`config.mk`:
```
export PLATFORM = sky130hd
export DESIGN_NAME = reciprocal_frequency_meter
export DESIGN_NICKNAME = d
export VERILOG_FILES = /design/src/sv/rfm_pkg.sv /design/src/sv/reciprocal_frequency_meter.sv /design/src/sv/rfm_front.sv /design/src/sv/rfm_queue.sv /design/src/sv/rfm_back.sv
export SDC_FILE = /design/constraint.sdc
export NUM_CORES = 1
export LEC_CHECK = 0
export BUFFER_PORTS_ARGS = -buffer_cell sky130_fd_sc_hd__buf_2
export CELL_PAD_IN_SITES_DETAIL_PLACEMENT = 0
export CELL_PAD_IN_SITES_GLOBAL_PLACEMENT = 1
export CORE_UTILIZATION = 38
export CTS_CLUSTER_SIZE = 30
export DETAILED_ROUTE_END_ITERATION = 10
export HOLD_SLACK_MARGIN = 0.05
export PLACE_DENSITY_LB_ADDON = 0.08
export SYNTH_ARGS = -nofsm -noshare
export SYNTH_HDL_FRONTEND = slang
export SYNTH_SLANG_ARGS = --single-unit
```
`constraint.sdc`:
```
create_clock -name clk -period 7 [get_ports clk]
set_clock_uncertainty 0.15 [all_clocks]
set_input_delay 1.4 -clock clk [delete_from_list [all_inputs] [get_ports clk]]
set_output_delay 1.4 -clock clk [all_outputs]
set_load 0.005 [all_outputs]
```
`src/sv/rfm_pkg.sv`:
```
package rfm_pkg;

    localparam int EDGE_W    = 32;
    localparam int RATE_W    = 27;
    localparam int FX100_W   = 34;
    localparam int HUND_W    = 7;
    localparam int PROD_W    = EDGE_W + HUND_W;
    localparam int DATA_OUT_W = 104;

    localparam logic [RATE_W-1:0] RATE_RESET = 27'd1000000;
    localparam logic [HUND_W-1:0] SCALE      = 7'd100;

    localparam logic [0:0] REG_COUNT_RATE = 1'b0;

    typedef struct packed {
        logic full;
        logic empty;
    } rfm_q_status_t;

    typedef struct packed {
        logic push;
        logic [EDGE_W-1:0] period;
    } rfm_q_write_t;

endpackage

```
`src/sv/reciprocal_frequency_meter.sv`:
```
// Reciprocal frequency meter. Each transfer on the s_axis channel carries the
// capture counter value latched at one rising edge of the measured signal.
// Edges pair up as opening and closing edge; a closing edge forms the period and,
// when it is nonzero, one result transfer appears on the m_axis channel with
// the period, the frequency in hundredths of hertz and its split into whole
// hertz and hundredths. A zero period produces no transfer.
// The edge channel accepts one transfer per cycle while the two-entry period
// queue has room. The divider behind the queue takes each period through
// 27 integer quotient steps and 7 hundredths steps, with setup and finish
// states around them, and sets m_axis_tvalid as a register in its finish
// state. The divider takes a new period only once the result register is
// empty, so it finishes one measurement before it starts on the next.
// count_rate_hz is written through the APB port at address 0 and resets to
// 1000000. Reset returns the meter to awaiting a first edge and empties the
// queue and the result register. When the receiver holds m_axis_tready low,
// the result waits in its register, the divider takes no new period,
// and s_axis_tready falls once the queue fills.
module reciprocal_frequency_meter
    import rfm_pkg::*;
#(
    parameter int COUNTER_WIDTH = 32
)
(
    input  logic                    clk,
    input  logic                    rst_n,
    input  logic                    s_axis_tvalid,
    output logic                    s_axis_tready,
    input  logic [EDGE_W-1:0]       s_axis_tdata,   // edge_time
    output logic                    m_axis_tvalid,
    input  logic                    m_axis_tready,
    // period_ticks, freq_x100, freq_whole_hz, freq_hundredths, zero padding
    output logic [DATA_OUT_W-1:0]   m_axis_tdata,
    input  logic                    psel,
    input  logic                    penable,
    input  logic                    pwrite,
    input  logic [2:0]              paddr,
    input  logic [31:0]             pwdata,
    output logic [31:0]             prdata,
    output logic                    pready
);

    logic [RATE_W-1:0]  rate_reg;
    rfm_q_status_t      q_status;
    rfm_q_write_t       q_write;
    logic [EDGE_W-1:0]  head;
    logic               pop;
    logic [EDGE_W-1:0]  period_ticks;
    logic [FX100_W-1:0] freq_x100;
    logic [RATE_W-1:0]  freq_whole_hz;
    logic [HUND_W-1:0]  freq_hundredths;

    assign pready = 1'b1;
    assign prdata = (paddr[2] == REG_COUNT_RATE) ? 32'(rate_reg) : 32'd0;

    always_ff @(posedge clk or negedge rst_n)
    begin
        if (!rst_n)
        begin
            rate_reg <= RATE_RESET;
        end
        else if (psel && penable && pwrite && pready && paddr[2] == REG_COUNT_RATE)
        begin
            rate_reg <= pwdata[RATE_W-1:0];
        end
    end

    assign m_axis_tdata = {4'd0, freq_hundredths, freq_whole_hz, freq_x100, period_ticks};

    rfm_front #(
        .COUNTER_WIDTH(COUNTER_WIDTH)
    ) u_front (
        .clk      (clk),
        .rst_n    (rst_n),
        .in_valid (s_axis_tvalid),
        .in_ready (s_axis_tready),
        .edge_time(s_axis_tdata),
        .q_status (q_status),
        .q_write  (q_write)
    );

    rfm_queue u_queue (
        .clk     (clk),
        .rst_n   (rst_n),
        .q_write (q_write),
        .pop     (pop),
        .head    (head),
        .q_status(q_status)
    );

    rfm_back u_back (
        .clk            (clk),
        .rst_n          (rst_n),
        .count_rate_hz  (rate_reg),
        .q_status       (q_status),
        .head           (head),
        .pop            (pop),
        .out_valid      (m_axis_tvalid),
        .out_ready      (m_axis_tready),
        .period_ticks   (period_ticks),
        .freq_x100      (freq_x100),
        .freq_whole_hz  (freq_whole_hz),
        .freq_hundredths(freq_hundredths)
    );

endmodule

```
`src/sv/rfm_front.sv`:
```
module rfm_front
    import rfm_pkg::*;
#(
    parameter int COUNTER_WIDTH = 32
)
(
    input  logic                clk,
    input  logic                rst_n,
    input  logic                in_valid,
    output logic                in_ready,
    input  logic [EDGE_W-1:0]   edge_time,
    input  rfm_q_status_t       q_status,
    output rfm_q_write_t        q_write
);

    localparam int CW = (COUNTER_WIDTH > EDGE_W) ? EDGE_W : COUNTER_WIDTH;

    logic          phase_reg;
    logic          phase_next;
    logic [CW-1:0] first_reg;
    logic [CW-1:0] first_next;
    logic [CW-1:0] diff;
    logic          accept;

    assign in_ready = !q_status.full;
    assign accept   = in_valid && in_ready;
    assign diff     = edge_time[CW-1:0] - first_reg;

    always_comb
    begin
        phase_next     = phase_reg;
        first_next     = first_reg;
        q_write.push   = 1'b0;
        q_write.period = EDGE_W'(diff);
        if (accept)
        begin
            if (!phase_reg)
            begin
                first_next = edge_time[CW-1:0];
                phase_next = 1'b1;
            end
            else
            begin
                phase_next   = 1'b0;
                q_write.push = (diff != '0);
            end
        end
    end

    always_ff @(posedge clk or negedge rst_n)
    begin
        if (!rst_n)
        begin
            phase_reg <= 1'b0;
        end
        else
        begin
            phase_reg <= phase_next;
        end
    end

    always_ff @(posedge clk)
    begin
        first_reg <= first_next;
    end

endmodule

```
`src/sv/rfm_queue.sv`:
```
module rfm_queue
    import rfm_pkg::*;
(
    input  logic                clk,
    input  logic                rst_n,
    input  rfm_q_write_t        q_write,
    input  logic                pop,
    output logic [EDGE_W-1:0]   head,
    output rfm_q_status_t       q_status
);

    logic [EDGE_W-1:0] entry_reg [2];
    logic              wr_ptr_reg;
    logic              rd_ptr_reg;
    logic [1:0]        count_reg;
    logic              do_push;
    logic              do_pop;

    assign q_status.full  = (count_reg == 2'd2);
    assign q_status.empty = (count_reg == 2'd0);
    assign head           = entry_reg[rd_ptr_reg];
    assign do_push        = q_write.push && !q_status.full;
    assign do_pop         = pop && !q_status.empty;

    always_ff @(posedge clk or negedge rst_n)
    begin
        if (!rst_n)
        begin
            wr_ptr_reg <= 1'b0;
            rd_ptr_reg <= 1'b0;
            count_reg  <= 2'd0;
        end
        else
        begin
            if (do_push)
            begin
                wr_ptr_reg <= !wr_ptr_reg;
            end
            if (do_pop)
            begin
                rd_ptr_reg <= !rd_ptr_reg;
            end
            if (do_push && !do_pop)
            begin
                count_reg <= count_reg + 2'd1;
            end
            else if (do_pop && !do_push)
            begin
                count_reg <= count_reg - 2'd1;
            end
        end
    end

    always_ff @(posedge clk)
    begin
        if (do_push)
        begin
            entry_reg[wr_ptr_reg] <= q_write.period;
        end
    end

endmodule

```
`src/sv/rfm_back.sv`:
```
module rfm_back
    import rfm_pkg::*;
(
    input  logic                clk,
    input  logic                rst_n,
    input  logic [RATE_W-1:0]   count_rate_hz,
    input  rfm_q_status_t       q_status,
    input  logic [EDGE_W-1:0]   head,
    output logic                pop,
    output logic                out_valid,
    input  logic                out_ready,
    output logic [EDGE_W-1:0]   period_ticks,
    output logic [FX100_W-1:0]  freq_x100,
    output logic [RATE_W-1:0]   freq_whole_hz,
    output logic [HUND_W-1:0]   freq_hundredths
);

    localparam logic [2:0] ST_IDLE = 3'd0;
    localparam logic [2:0] ST_DIVA = 3'd1;
    localparam logic [2:0] ST_MUL  = 3'd2;
    localparam logic [2:0] ST_LOAD = 3'd3;
    localparam logic [2:0] ST_DIVB = 3'd4;
    localparam logic [2:0] ST_FIN  = 3'd5;

    logic [2:0]          state_reg;
    logic [4:0]          cnt_reg;
    logic [EDGE_W-1:0]   div_reg;
    logic [EDGE_W-1:0]   rem_reg;
    logic [RATE_W-1:0]   rate_sh_reg;
    logic [RATE_W-1:0]   q_reg;
    logic [HUND_W-1:0]   lo_reg;
    logic [HUND_W-1:0]   h_reg;
    logic [PROD_W-1:0]   prod_reg;
    logic                out_valid_reg;
    logic [EDGE_W-1:0]   out_period_reg;
    logic [FX100_W-1:0]  out_fx_reg;
    logic [RATE_W-1:0]   out_whole_reg;
    logic [HUND_W-1:0]   out_hund_reg;

    logic                shift_bit;
    logic [EDGE_W:0]     trial;
    logic [EDGE_W:0]     trial_sub;
    logic                qbit;
    logic [EDGE_W-1:0]   rem_step;

    assign pop = (state_reg == ST_IDLE) && !q_status.empty && !out_valid_reg;

    assign shift_bit = (state_reg == ST_DIVB) ? lo_reg[HUND_W-1] : rate_sh_reg[RATE_W-1];
    assign trial     = {rem_reg, shift_bit};
    assign trial_sub = trial - {1'b0, div_reg};
    assign qbit      = (trial >= {1'b0, div_reg});
    assign rem_step  = qbit ? trial_sub[EDGE_W-1:0] : trial[EDGE_W-1:0];

    assign out_valid       = out_valid_reg;
    assign period_ticks    = out_period_reg;
    assign freq_x100       = out_fx_reg;
    assign freq_whole_hz   = out_whole_reg;
    assign freq_hundredths = out_hund_reg;

    always_ff @(posedge clk or negedge rst_n)
    begin
        if (!rst_n)
        begin
            state_reg     <= ST_IDLE;
            out_valid_reg <= 1'b0;
        end
        else
        begin
            if (out_valid_reg && out_ready)
            begin
                out_valid_reg <= 1'b0;
            end
            unique case (state_reg)
                ST_IDLE:
                begin
                    if (pop)
                    begin
                        state_reg <= ST_DIVA;
                    end
                end
                ST_DIVA:
                begin
                    if (cnt_reg == 5'd0)
                    begin
                        state_reg <= ST_MUL;
                    end
                end
                ST_MUL:
                begin
                    state_reg <= ST_LOAD;
                end
                ST_LOAD:
                begin
                    state_reg <= ST_DIVB;
                end
                ST_DIVB:
                begin
                    if (cnt_reg == 5'd0)
                    begin
                        state_reg <= ST_FIN;
                    end
                end
                ST_FIN:
                begin
                    state_reg     <= ST_IDLE;
                    out_valid_reg <= 1'b1;
                end
                default:
                begin
                    state_reg <= ST_IDLE;
                end
            endcase
        end
    end

    always_ff @(posedge clk)
    begin
        unique case (state_reg)
            ST_IDLE:
            begin
                div_reg     <= head;
                rate_sh_reg <= count_rate_hz;
                rem_reg     <= '0;
                cnt_reg     <= 5'(RATE_W - 1);
            end
            ST_DIVA:
            begin
                rem_reg     <= rem_step;
                q_reg       <= {q_reg[RATE_W-2:0], qbit};
                rate_sh_reg <= {rate_sh_reg[RATE_W-2:0], 1'b0};
                cnt_reg     <= cnt_reg - 5'd1;
            end
            ST_MUL:
            begin
                prod_reg <= PROD_W'(rem_reg) * PROD_W'(SCALE);
            end
            ST_LOAD:
            begin
                rem_reg <= prod_reg[PROD_W-1:HUND_W];
                lo_reg  <= prod_reg[HUND_W-1:0];
                cnt_reg <= 5'(HUND_W - 1);
            end
            ST_DIVB:
            begin
                rem_reg <= rem_step;
                h_reg   <= {h_reg[HUND_W-2:0], qbit};
                lo_reg  <= {lo_reg[HUND_W-2:0], 1'b0};
                cnt_reg <= cnt_reg - 5'd1;
            end
            ST_FIN:
            begin
                out_period_reg <= div_reg;
                out_whole_reg  <= q_reg;
                out_hund_reg   <= h_reg;
                out_fx_reg     <= FX100_W'(q_reg) * FX100_W'(SCALE) + FX100_W'(h_reg);
            end
            default:
            begin
                cnt_reg <= cnt_reg;
            end
        endcase
    end

endmodule

```
==> After elaboration in Yosys (flattened, before gate mapping) <==
Memory sizes are Yosys's and may differ from the RTL's. A register that Yosys moved wholly into a read port is not among the register bits.
Index checks and enable logic that the tools add are counted.
{ "op_classes": {"n_addsub": 6, "mul": 2, "n_lt_le_gt_ge": 1, "eq_ne": 9, "mux": 20, "bitwise_logic": 2, "reduce_logical": 30} }
{ "op_table": {"columns": ["op", "count"], "rows": [
  ["case mux 32 bit (3 select lines)", 1],
  ["subtractor 32 bit", 2],
  ["case mux 27 bit (2 select lines)", 1],
  ["multiplier 32 x 5 -> 37 bit, second input constant", 1],
  ["adder 34 x 7 -> 34 bit", 1],
  [">= comparator 33 x 32 -> 1 bit", 1],
  ["multiplier 27 x 5 -> 32 bit, second input constant", 1],
  ["2-to-1 mux 32 bit", 1],
  ["nonzero test 32 bit", 1],
  ["2-to-1 mux 27 bit", 1],
  ["case mux 3 bit (5 select lines)", 1],
  ["case mux 5 bit (3 select lines)", 1],
  ["case mux 7 bit (2 select lines)", 1],
  ["logical AND 1 bit", 11],
  ["2-to-1 mux 3 bit", 3],
  ["2-to-1 mux 1 bit", 8],
  ["nonzero test 2 bit", 4],
  ["logical NOT 1 bit", 7],
  ["equality test 3 x 2 -> 1 bit, second input constant", 2],
  ["equality test 3 bit, second input constant", 2],
  ["logical NOT 5 bit", 1],
  ["subtractor 5 x 1 -> 5 bit, second input constant", 1],
  ["2-to-1 mux 2 bit", 2],
  ["inequality test 2 x 1 -> 1 bit, second input constant", 2],
  ["other kinds (12)", 13]
]} }
{ "word_totals": {"reg_bits": 310, "ram_bits": 64, "in_bits": 74, "out_inout_bits": 139, "wordCells": 90, "memories": 1} }
{ "mem_list": {"columns": ["name", "depth", "width", "read_ports", "rd_clocked_by_memory_dff", "write_ports", "line", "source"], "rows": [
  ["u_queue.entry_reg", 2, 32, 1, 1, 1, "rfm_queue.sv:12", "logic [EDGE_W-1:0] entry_reg [2];"]
]} }

==> Logic depth before layout (Yosys ltp) <==
Gate-level depths: netlist of the first run.
{ "depth": {"ltp_word": 9, "ltp_mapped": 20, "depth_no_buf": 17} }

==> By module <==
A second synthesis of the first run with hierarchy kept.
{ "unflattened": {"cells_unflattened": 2237, "area_unflattened_um2": 25416.9} }
{ "by_module_without_submodules": {"columns": ["mod", "instances", "cells_each", "area_per_inst_um2"], "rows": [
  ["rfm_back", 1, 1681, 18387.6],
  ["rfm_front", 1, 339, 2995.4],
  ["rfm_queue", 1, 119, 2658.8],
  ["reciprocal_frequency_meter", 1, 98, 1375.1]
]} }

==> Least setup slack after synthesis of the first run <==
OpenSTA, ideal clock, no wires.
{ "synth_timing": {"kind": "input-to-reg", "from": "input port s_axis_tdata[0]", "to": "memory u_queue.entry_reg[0][0], enable pin", "arrival_ps": 5348, "t_required_ps": 6425, "setup_slack_ps": 1077, "path_stages": 14, "path_buffers": 0, "cell_sequence": "inv_1 > ha_1 > fa_1 > nor2b_1 > o31a_1 > o2111ai_1 > a2111oi_0 > or3_1 > o221ai_1 > xnor2_1 > or4_1 > nor4_2 > a21oi_2 > nor2b_1"} }
{ "synth_lines": {"columns": ["element", "line", "source"], "rows": [
  ["start, declared", "reciprocal_frequency_meter.sv:28", "input logic [EDGE_W-1:0] s_axis_tdata,"],
  ["end, declared", "rfm_queue.sv:12", null]
]} }

==> Worst setup path in the final report of the first run <==
{ "layout_timing": {"from": "register u_back.rem_reg[3]", "to": "register u_back.prod_reg[37] (data pin)"} }
{ "layout_via": {"elab_chain_len": 1} }
{ "layout_lines": {"columns": ["element", "line", "source"], "rows": [
  ["start, declared", "rfm_back.sv:28", "logic [EDGE_W-1:0] rem_reg;"],
  ["start signal, assigned", "rfm_back.sv:128", "rem_reg <= rem_step;"],
  ["start signal, assigned", "rfm_back.sv:139", "rem_reg <= prod_reg[PROD_W-1:HUND_W];"],
  ["start signal, assigned", "rfm_back.sv:145", "rem_reg <= rem_step;"],
  ["multiplier 32 x 5 -> 37 bit", "rfm_back.sv:135", "prod_reg <= PROD_W'(rem_reg) * PROD_W'(SCALE);"],
  ["end signal, assigned", "rfm_back.sv:135", null],
  ["end, declared", "rfm_back.sv:33", "logic [PROD_W-1:0] prod_reg;"]
]} }
Every way passes these cells.
A chain may end at the register's enable or synchronous reset.

==> implementation parameters, run 1 <==
Parameter                              Value

Die
  Die footprint    66800 sq um
  Placeable core region    ~65000 sq um
  Horizontal die dimension    258 um
  Height of the die    258 um
  Number of core rows    93
  I/O Pins    213
  Initial core utilization    0.386

Cells and area
  Multi-input gate area in the final layout    approximately 12000 sq um
  Combined flip-flop and latch cell area    around 12000 sq um
  Layout fillers    6266
  Share of layout cells above drive strength 1    0.166
  Syn-to-layout area delta    14.0%
  Most used cells in the layout excluding fill and tap cells    366 x edfxtp_1, 330 x inv_1, 258 x ha_1
  Number of flip-flops in the largest register    64
  NumNets Final    2769
  N_diodes    0
  Commonest non-fill, non-tap cell in the layout    edfxtp_1

Timing
  Shortest period the worst path allows    5.46 ns
  Final count of negative-setup-slack endpoints    0
  Final setup slack of the worst path    1.54 ns
  Max transition margin    0.304
  Final clock period utilization by the worst path    0.781
  Highest clock frequency the design can meet    around 180 MHz
  Fin. Hold Viols    0
  Setup repair after global routing missed its margin    no
  Slew of the pin with the lowest slew margin    1.04 ns
  Setup TNS after final layout    0 ns
  Final-report max-slew violation count    0

Synth
  FFs w/ async S/R, synth    0.0896
  Number of synthesized flops with an enable pin    366
  Yosys Warn Count    0
  Flop and latch count out of synthesis    between 400 and 500
  Synthesized instance count    2182
  Mean area per synthesized cell    11.5 sq um
  Top FF cell, synth    edfxtp_1
  Fraction of the yosys area taken by sequential cells    0.476
  Cell variety after synth    74
  Cell area after synthesis    25000 sq um

Global routing
  Number of antenna violations at the first check in global routing    0
  Global Route met2 Usage    0.290
  Global Route Usage Sum    0.173
  Met1 Resource Use GR    0.234
  Congestion Overflow GR    0
  Met3 layer usage reported by global route    0.0251
  Global-route wire length before repair    91500 um
  Pin count of the biggest net entering global routing    81
  Vias in the first global route    16700
  Most used routing layer in global routing    met2

Setup path
  Arrival time at the worst endpoint    5.65 ns
  Flop-to-flop setup slack    1.54 ns
  Data required time at the worst endpoint    7.18 ns
  Critical Path Fanout Max    5
  Element type at the critical path start    register
  Setup Crit Path Kind    reg -> reg
  Crit. End Element    register

Routing
  Vias post-DR    ~16000
  Number of detailed-routing iterations run before antenna repair    5
  Count of routing violations after the opening detailed-route iteration    775
  Vias per cell    around 5
  DRC errors left    0
  Post-route antenna net violation count    0
  Total length of routed wires    57900 um
  Average wire per standard cell    17.7 um

Clock tree
  Insertion delay to the later sink of the worst-skew pair    0.61 ns
  Count of cells resized by post-cts repair    0
  CTS sink cnt    402
  Buffers inserted by post-CTS timing repair    0
  Clock-pin slew reported for the worst setup and hold paths after clock tree synthesis    approximately 0.06 ns
  Cts-stage hold buffer count    0
  Maximum clock insertion buffer count    3
  Clock buffer count from CTS    49
  Root buf cell    clkbuf_16
  H-tree depth    2
  TritonCTS clock tree    yes

Place
  Minimum setup slack after placement    ~0.97 ns
  PortBufs    195
  HPWL after DPL    43800 um
  Final GP Congestion    0.798

Run status
  Run status    complete, no violations

Hold path
  Class of the tightest hold or removal check    reg -> reg

Job
  # Max-Cap Violations    0
## through the flow
| step | hold WS [ns] | cell area, sq um | util | std cells |
|---|---|---|---|---|
| floorplan | 0.271 | 25000 | - | 2190 |
| global placement | 0.279 | 26900 | 0.416 | 3189 |
| detailed placement | 0.284 | 26900 | 0.416 | 3189 |
| CTS | 0.294 | 28500 | 0.440 | 3278 |
| global route | 0.319 | 28500 | 0.440 | 3278 |
| finish | 0.291 | 28500 | 0.440 | 3278 |
## final timing paths
path	from	to	cells past startpoint
min in group asynchronous	rst_n	rate_reg[5]	1
setup / recovery	u_back.rem_reg[3]	u_back.prod_reg[37]	17
max in group asynchronous	rst_n	u_back.state_reg[2]	1
hold / removal	u_back.h_reg[0]	u_back.h_reg[1]	0
hold reg to reg	u_back.h_reg[0]	u_back.h_reg[1]	0
setup reg to reg	u_back.rem_reg[3]	u_back.prod_reg[37]	17
## metal layers
| layer | routed length [um] | up-vias |
|---|---|---|
| li1 | - | 8184 |
| met1 | 27300 | 7958 |
| met2 | 27500 | 248 |
| met3 | 1940 | 74 |
| met4 | 1190 | 0 |
| met5 | 0 | - |
## Yosys cell counts, types with 6 or more instances
| cell | n | area share |
|---|---|---|
| edfxtp_1 | 366 | 0.44 |
| inv_1 | 330 | 0.050 |
| ha_1 | 258 | 0.13 |
| nand2_1 | 106 | 0.016 |
| xnor2_1 | 99 | 0.035 |
| a21oi_1 | 98 | 0.020 |
| mux2_2 | 89 | 0.040 |
| nor2_1 | 78 | 0.012 |
| o21ai_0 | 70 | 0.014 |
| a21o_1 | 61 | 0.018 |
| nor2b_1 | 54 | 0.014 |
| fa_1 | 52 | 0.042 |
| clkbuf_1 | 50 | 0.0075 |
| nand3_1 | 50 | 0.010 |
| xor2_1 | 42 | 0.015 |
| dfrtp_1 | 29 | 0.029 |
| o21a_1 | 23 | 0.0069 |
| and3_1 | 20 | 0.0050 |
| o311ai_1 | 19 | 0.0067 |
| nand2b_1 | 18 | 0.0045 |
| nor3_1 | 18 | 0.0036 |
| a31oi_1 | 15 | 0.0038 |
| nand4_1 | 14 | 0.0035 |
| a211oi_1 | 13 | 0.0039 |
| o21bai_1 | 13 | 0.0039 |
| buf_4 | 12 | 0.0036 |
| mux2i_1 | 11 | 0.0044 |
| and2_1 | 10 | 0.0025 |
| or3_1 | 10 | 0.0025 |
| a211o_1 | 8 | 0.0028 |
| nor4_1 | 8 | 0.0020 |
| a221o_1 | 7 | 0.0028 |
| and4_1 | 7 | 0.0025 |
| dfstp_2 | 7 | 0.0074 |
| o211ai_1 | 7 | 0.0021 |
| o31ai_1 | 7 | 0.0021 |
| a21boi_0 | 6 | 0.0018 |
| a32oi_1 | 6 | 0.0021 |
| a41oi_1 | 6 | 0.0021 |
## critical path, cell delays in order (launching register included)
cell and delay (ns):
edfxtp_1 0.49, ha_1 0.33, ha_1 0.27, inv_1 0.05, fa_1 0.50, inv_1 0.04
ha_1 0.34, a21o_1 0.19, a21oi_1 0.23, a211oi_1 0.16, o2111ai_1 0.24, nand2_1 0.22
a221o_1 0.44, and3_1 0.21, o41ai_1 0.60, o21ai_0 0.21, a211oi_1 0.34, xnor2_1 0.15
## kinds of logic after synthesis
family / count (synthesis) / synth area share
xor+xnor: 141 / 0.0494
fa+ha+maj: 310 / 0.171
simple gates: 425 / 0.0874
buf+inv: 396 / 0.0613
compound gates: 406 / 0.110
other cells: 2 / 0.000301
mux: 100 / 0.0445
flops: 402 / 0.476
## final cells by class
cell class | instances | area share
Sequential cell | 402 | 0.418
Clock buffer | 55 | 0.0438
Multi-Input combinational cell | 1392 | 0.408
Timing Repair Buffer | 210 | 0.0382
Tap cell | 855 | 0.0375
Clock inverter | 34 | 0.0116
Inverter | 330 | 0.0435
Power of run 1 is not shown: default switching activity piles up to over one toggle a cycle in this logic, so the estimate is an artifact.
==> run 2: changes to the inputs <==
==> constraint.sdc (replaced) <==
create_clock -name clk -period 5.2 [get_ports clk]
set_clock_uncertainty 0.15 [all_clocks]
set_input_delay 1.04 -clock clk [delete_from_list [all_inputs] [get_ports clk]]
set_output_delay 1.04 -clock clk [all_outputs]
set_load 0.005 [all_outputs]
==> run 2 against run 1 <==
Compared with the run above: die area is the same; worst setup slack got worse by 1.3 ns; wire length up 1.0%; worst hold slack better by 0.0077 ns; via count grew 1.8%; global-route usage is 0.24 points higher; maximum frequency increased by 10%; cell count grew 2.2%; count of clock-buffer cells in the layout rose by 3; register-to-register slack worse by 1.3 ns; critical path depth is 1 higher; non-clock buffer count grew 68.
==> implementation parameters, run 2 (synthesized netlist as in run 1, its figures left out) <==
Parameter                              Value

Die
  Initial core utilization    0.386 (unchanged)
  Height of the die    258 um (unchanged)
  Number of core rows    93 (unchanged)
  Horizontal die dimension    258 um (unchanged)
  Placeable core region    64700 sq um (unchanged)
  I/O Pins    213 (unchanged)
  Die footprint    66800 sq um (unchanged)

Timing
  Max transition margin    0.373 (+0.0686)
  Shortest period the worst path allows    4.95 ns (-0.512 ns)
  Highest clock frequency the design can meet    202 MHz (+10%)
  Setup repair after global routing missed its margin    no
  Final clock period utilization by the worst path    0.952 (+0.172)
  Fin. Hold Viols    0 (unchanged)
  Final-report max-slew violation count    0 (unchanged)
  Final count of negative-setup-slack endpoints    0 (unchanged)
  Final setup slack of the worst path    0.247 ns (-1.29 ns)
  Slew of the pin with the lowest slew margin    0.941 ns (-0.103 ns)
  Smallest hold slack    0.298 ns (+0.00766 ns)

Cells and area
  Share of layout cells above drive strength 1    0.190 (+0.0243)
  Most used cells in the layout excluding fill and tap cells    366 x edfxtp_1, 330 x inv_1, 258 x ha_1
  NumNets Final    2836 (+2.4%)
  Final non-filler cell area    29100 sq um (+2.2%)
  Number of flip-flops in the largest register    64 (unchanged)
  Syn-to-layout area delta    16.6%
  Commonest non-fill, non-tap cell in the layout    edfxtp_1

Place
  Post-place instance area    27400 sq um (+2.0%)
  Minimum setup slack after placement    -0.197 ns (-1.17 ns)
  HPWL after DPL    44500 um (+1.7%)
  PortBufs    195 (unchanged)
  Final GP Congestion    0.818 (+2.5%)

Global routing
  Pin count of the biggest net entering global routing    61 (-25%)
  Met1 Resource Use GR    0.237 (+0.00269)
  Global-route wire length before repair    92600 um (+1.2%)
  Vias in the first global route    16900 (+1.5%)
  Global Route met2 Usage    0.291 (+0.00112)
  Number of antenna violations at the first check in global routing    3 (+3)
  Met3 layer usage reported by global route    0.0254 (+0.000293)
  Global Route Usage Sum    0.175 (+0.00238)
  Most used routing layer in global routing    met2
  Congestion Overflow GR    0 (unchanged)

Setup path
  Setup Crit Path Kind    reg -> reg
  Element type at the critical path start    register
  Arrival time at the worst endpoint    5.14 ns (-0.51 ns)
  Path depth of the worst reg2reg path    18 (+1)
  Reg-to-Reg Start    u_back.rem_reg[3]
  Crit. End Element    register
  Data required time at the worst endpoint    5.39 ns (-1.79 ns)
  Flop-to-flop setup slack    0.25 ns (-1.29 ns)
  Crit path top cell by count    ha_1
  Critical Path Fanout Max    3 (-2)
  Cell chain of the critical path    ha_1 -> ha_1 -> inv_1 -> fa_1 -> inv_1 -> ha_1 -> a21o_1 -> a21oi_1 -> a211oi_1 -> o2111ai_1 -> nand2_1 -> a221o_1 -> and3_1 -> o41ai_1 -> buf_4 -> o21ai_0 -> a211oi_2 -> xnor2_1
  Delay of the slowest cell on the worst path    0.50 ns (-0.10 ns)
  Critical path origin    u_back.rem_reg[3]
  Slowest cell on the critical path    fa_1
  Reg-to-reg critical path endpoint    u_back.prod_reg[37]

Routing
  Total length of routed wires    58500 um (+1.0%)
  Vias post-DR    16800 (+1.8%)
  Post-route antenna net violation count    0 (unchanged)
  Number of detailed-routing iterations run before antenna repair    5 (unchanged)
  Count of routing violations after the opening detailed-route iteration    811 (+4.6%)
  Vias per cell    5.00 (-0.37%)
  Average wire per standard cell    17.5 um (-1.1%)
  DRC errors left    0 (unchanged)

Clock tree
  Clock buffer count from CTS    48 (-2.0%)
  CTS sink cnt    402 (unchanged)
  Insertion delay to the later sink of the worst-skew pair    0.61 ns (about the same)
  Root buf cell    clkbuf_16
  Clock-pin slew reported for the worst setup and hold paths after clock tree synthesis    0.06 ns (about the same)
  TritonCTS clock tree    yes
  Maximum clock insertion buffer count    3 (unchanged)
  H-tree depth    2 (unchanged)

Hold path
  Number of cells on the worst hold path    0 (unchanged)
  Worst hold path startpoint    u_back.h_reg[1]
  End point of the worst hold path    u_back.freq_hundredths[1]
  Class of the tightest hold or removal check    reg -> reg

Job
  # Max-Cap Violations    0 (unchanged)

Run status
  Run status    complete, no violations
[run 2: cell types whose count changed in the layout (fill, tap and decap cells not counted), sizes merged]
cell | before | now
buf | 210 | 278
bufinv | 4 | 6
clkbuf | 55 | 58
clkinv | 25 | 18
clkinvlp | 2 | 5
diode | 0 | 2
[run 2: layout make-up]
class	count	area, sq um
antenna	2	5.00
clock buffer	58	1270
clock inverter	32	378
fill	6151	35600
inverter	330	1240
multi-input combinational	1392	11600
sequential	402	11900
tap	855	1070
timing repair buffer	278	1620
[run 2: worst max path at each step]
stage / endpoint / slack (ns) / cells after the start
after global placement: u_queue.count_reg[1] / -0.17 / 19
final: u_back.prod_reg[37] / 0.25 / 18
after detailed placement: u_queue.count_reg[0] / -0.20 / 18
after CTS: u_back.prod_reg[37] / 0.17 / 18
after global routing: u_back.freq_x100[32] / 0.02 / 17
after floorplan: u_queue.entry_reg[1][0] / 0.14 / 13
[run 2: repair_timing]
| item | in CTS | in global routing |
|---|---|---|
| hold buffers | 0 | 0 |
| gates resized for setup | 0 | 8 |
| setup buffers | 0 | 1 |
| setup endpoints to repair | 0 | 11 |
[run 2: layer usage]
metal  part of all wire  vias up
met4              0.022        0
met2               0.47      230
met5                  0        -
met3              0.032       72
met1               0.47     8140
li1                   -     8317
[run 2: stage by stage]
stage / cells / setup TNS (ns) / utilization
5_1_grt: 3349 / 0 / 0.450
3_5_place_dp: 3256 / -9.41 / 0.424
2_1_floorplan: 2190 / 0 / -
3_3_place_gp: 3256 / -5.81 / 0.424
4_1_cts: 3346 / 0 / 0.450
6_report: 3349 / 0 / 0.450
[run 2: worst max-delay path, delay by kind of cell (launching register included)]
family / cells / cell delay, ns
AO/OA/AOI/OAI: 8 / 1.91
adder cells (fa/ha/maj): 4 / 1.39
XOR/XNOR: 1 / 0.11
flip-flops: 1 / 0.43
buffers and inverters: 3 / 0.29
AND/OR/NAND/NOR: 2 / 0.41
Power of run 2 is left out for the same reason.
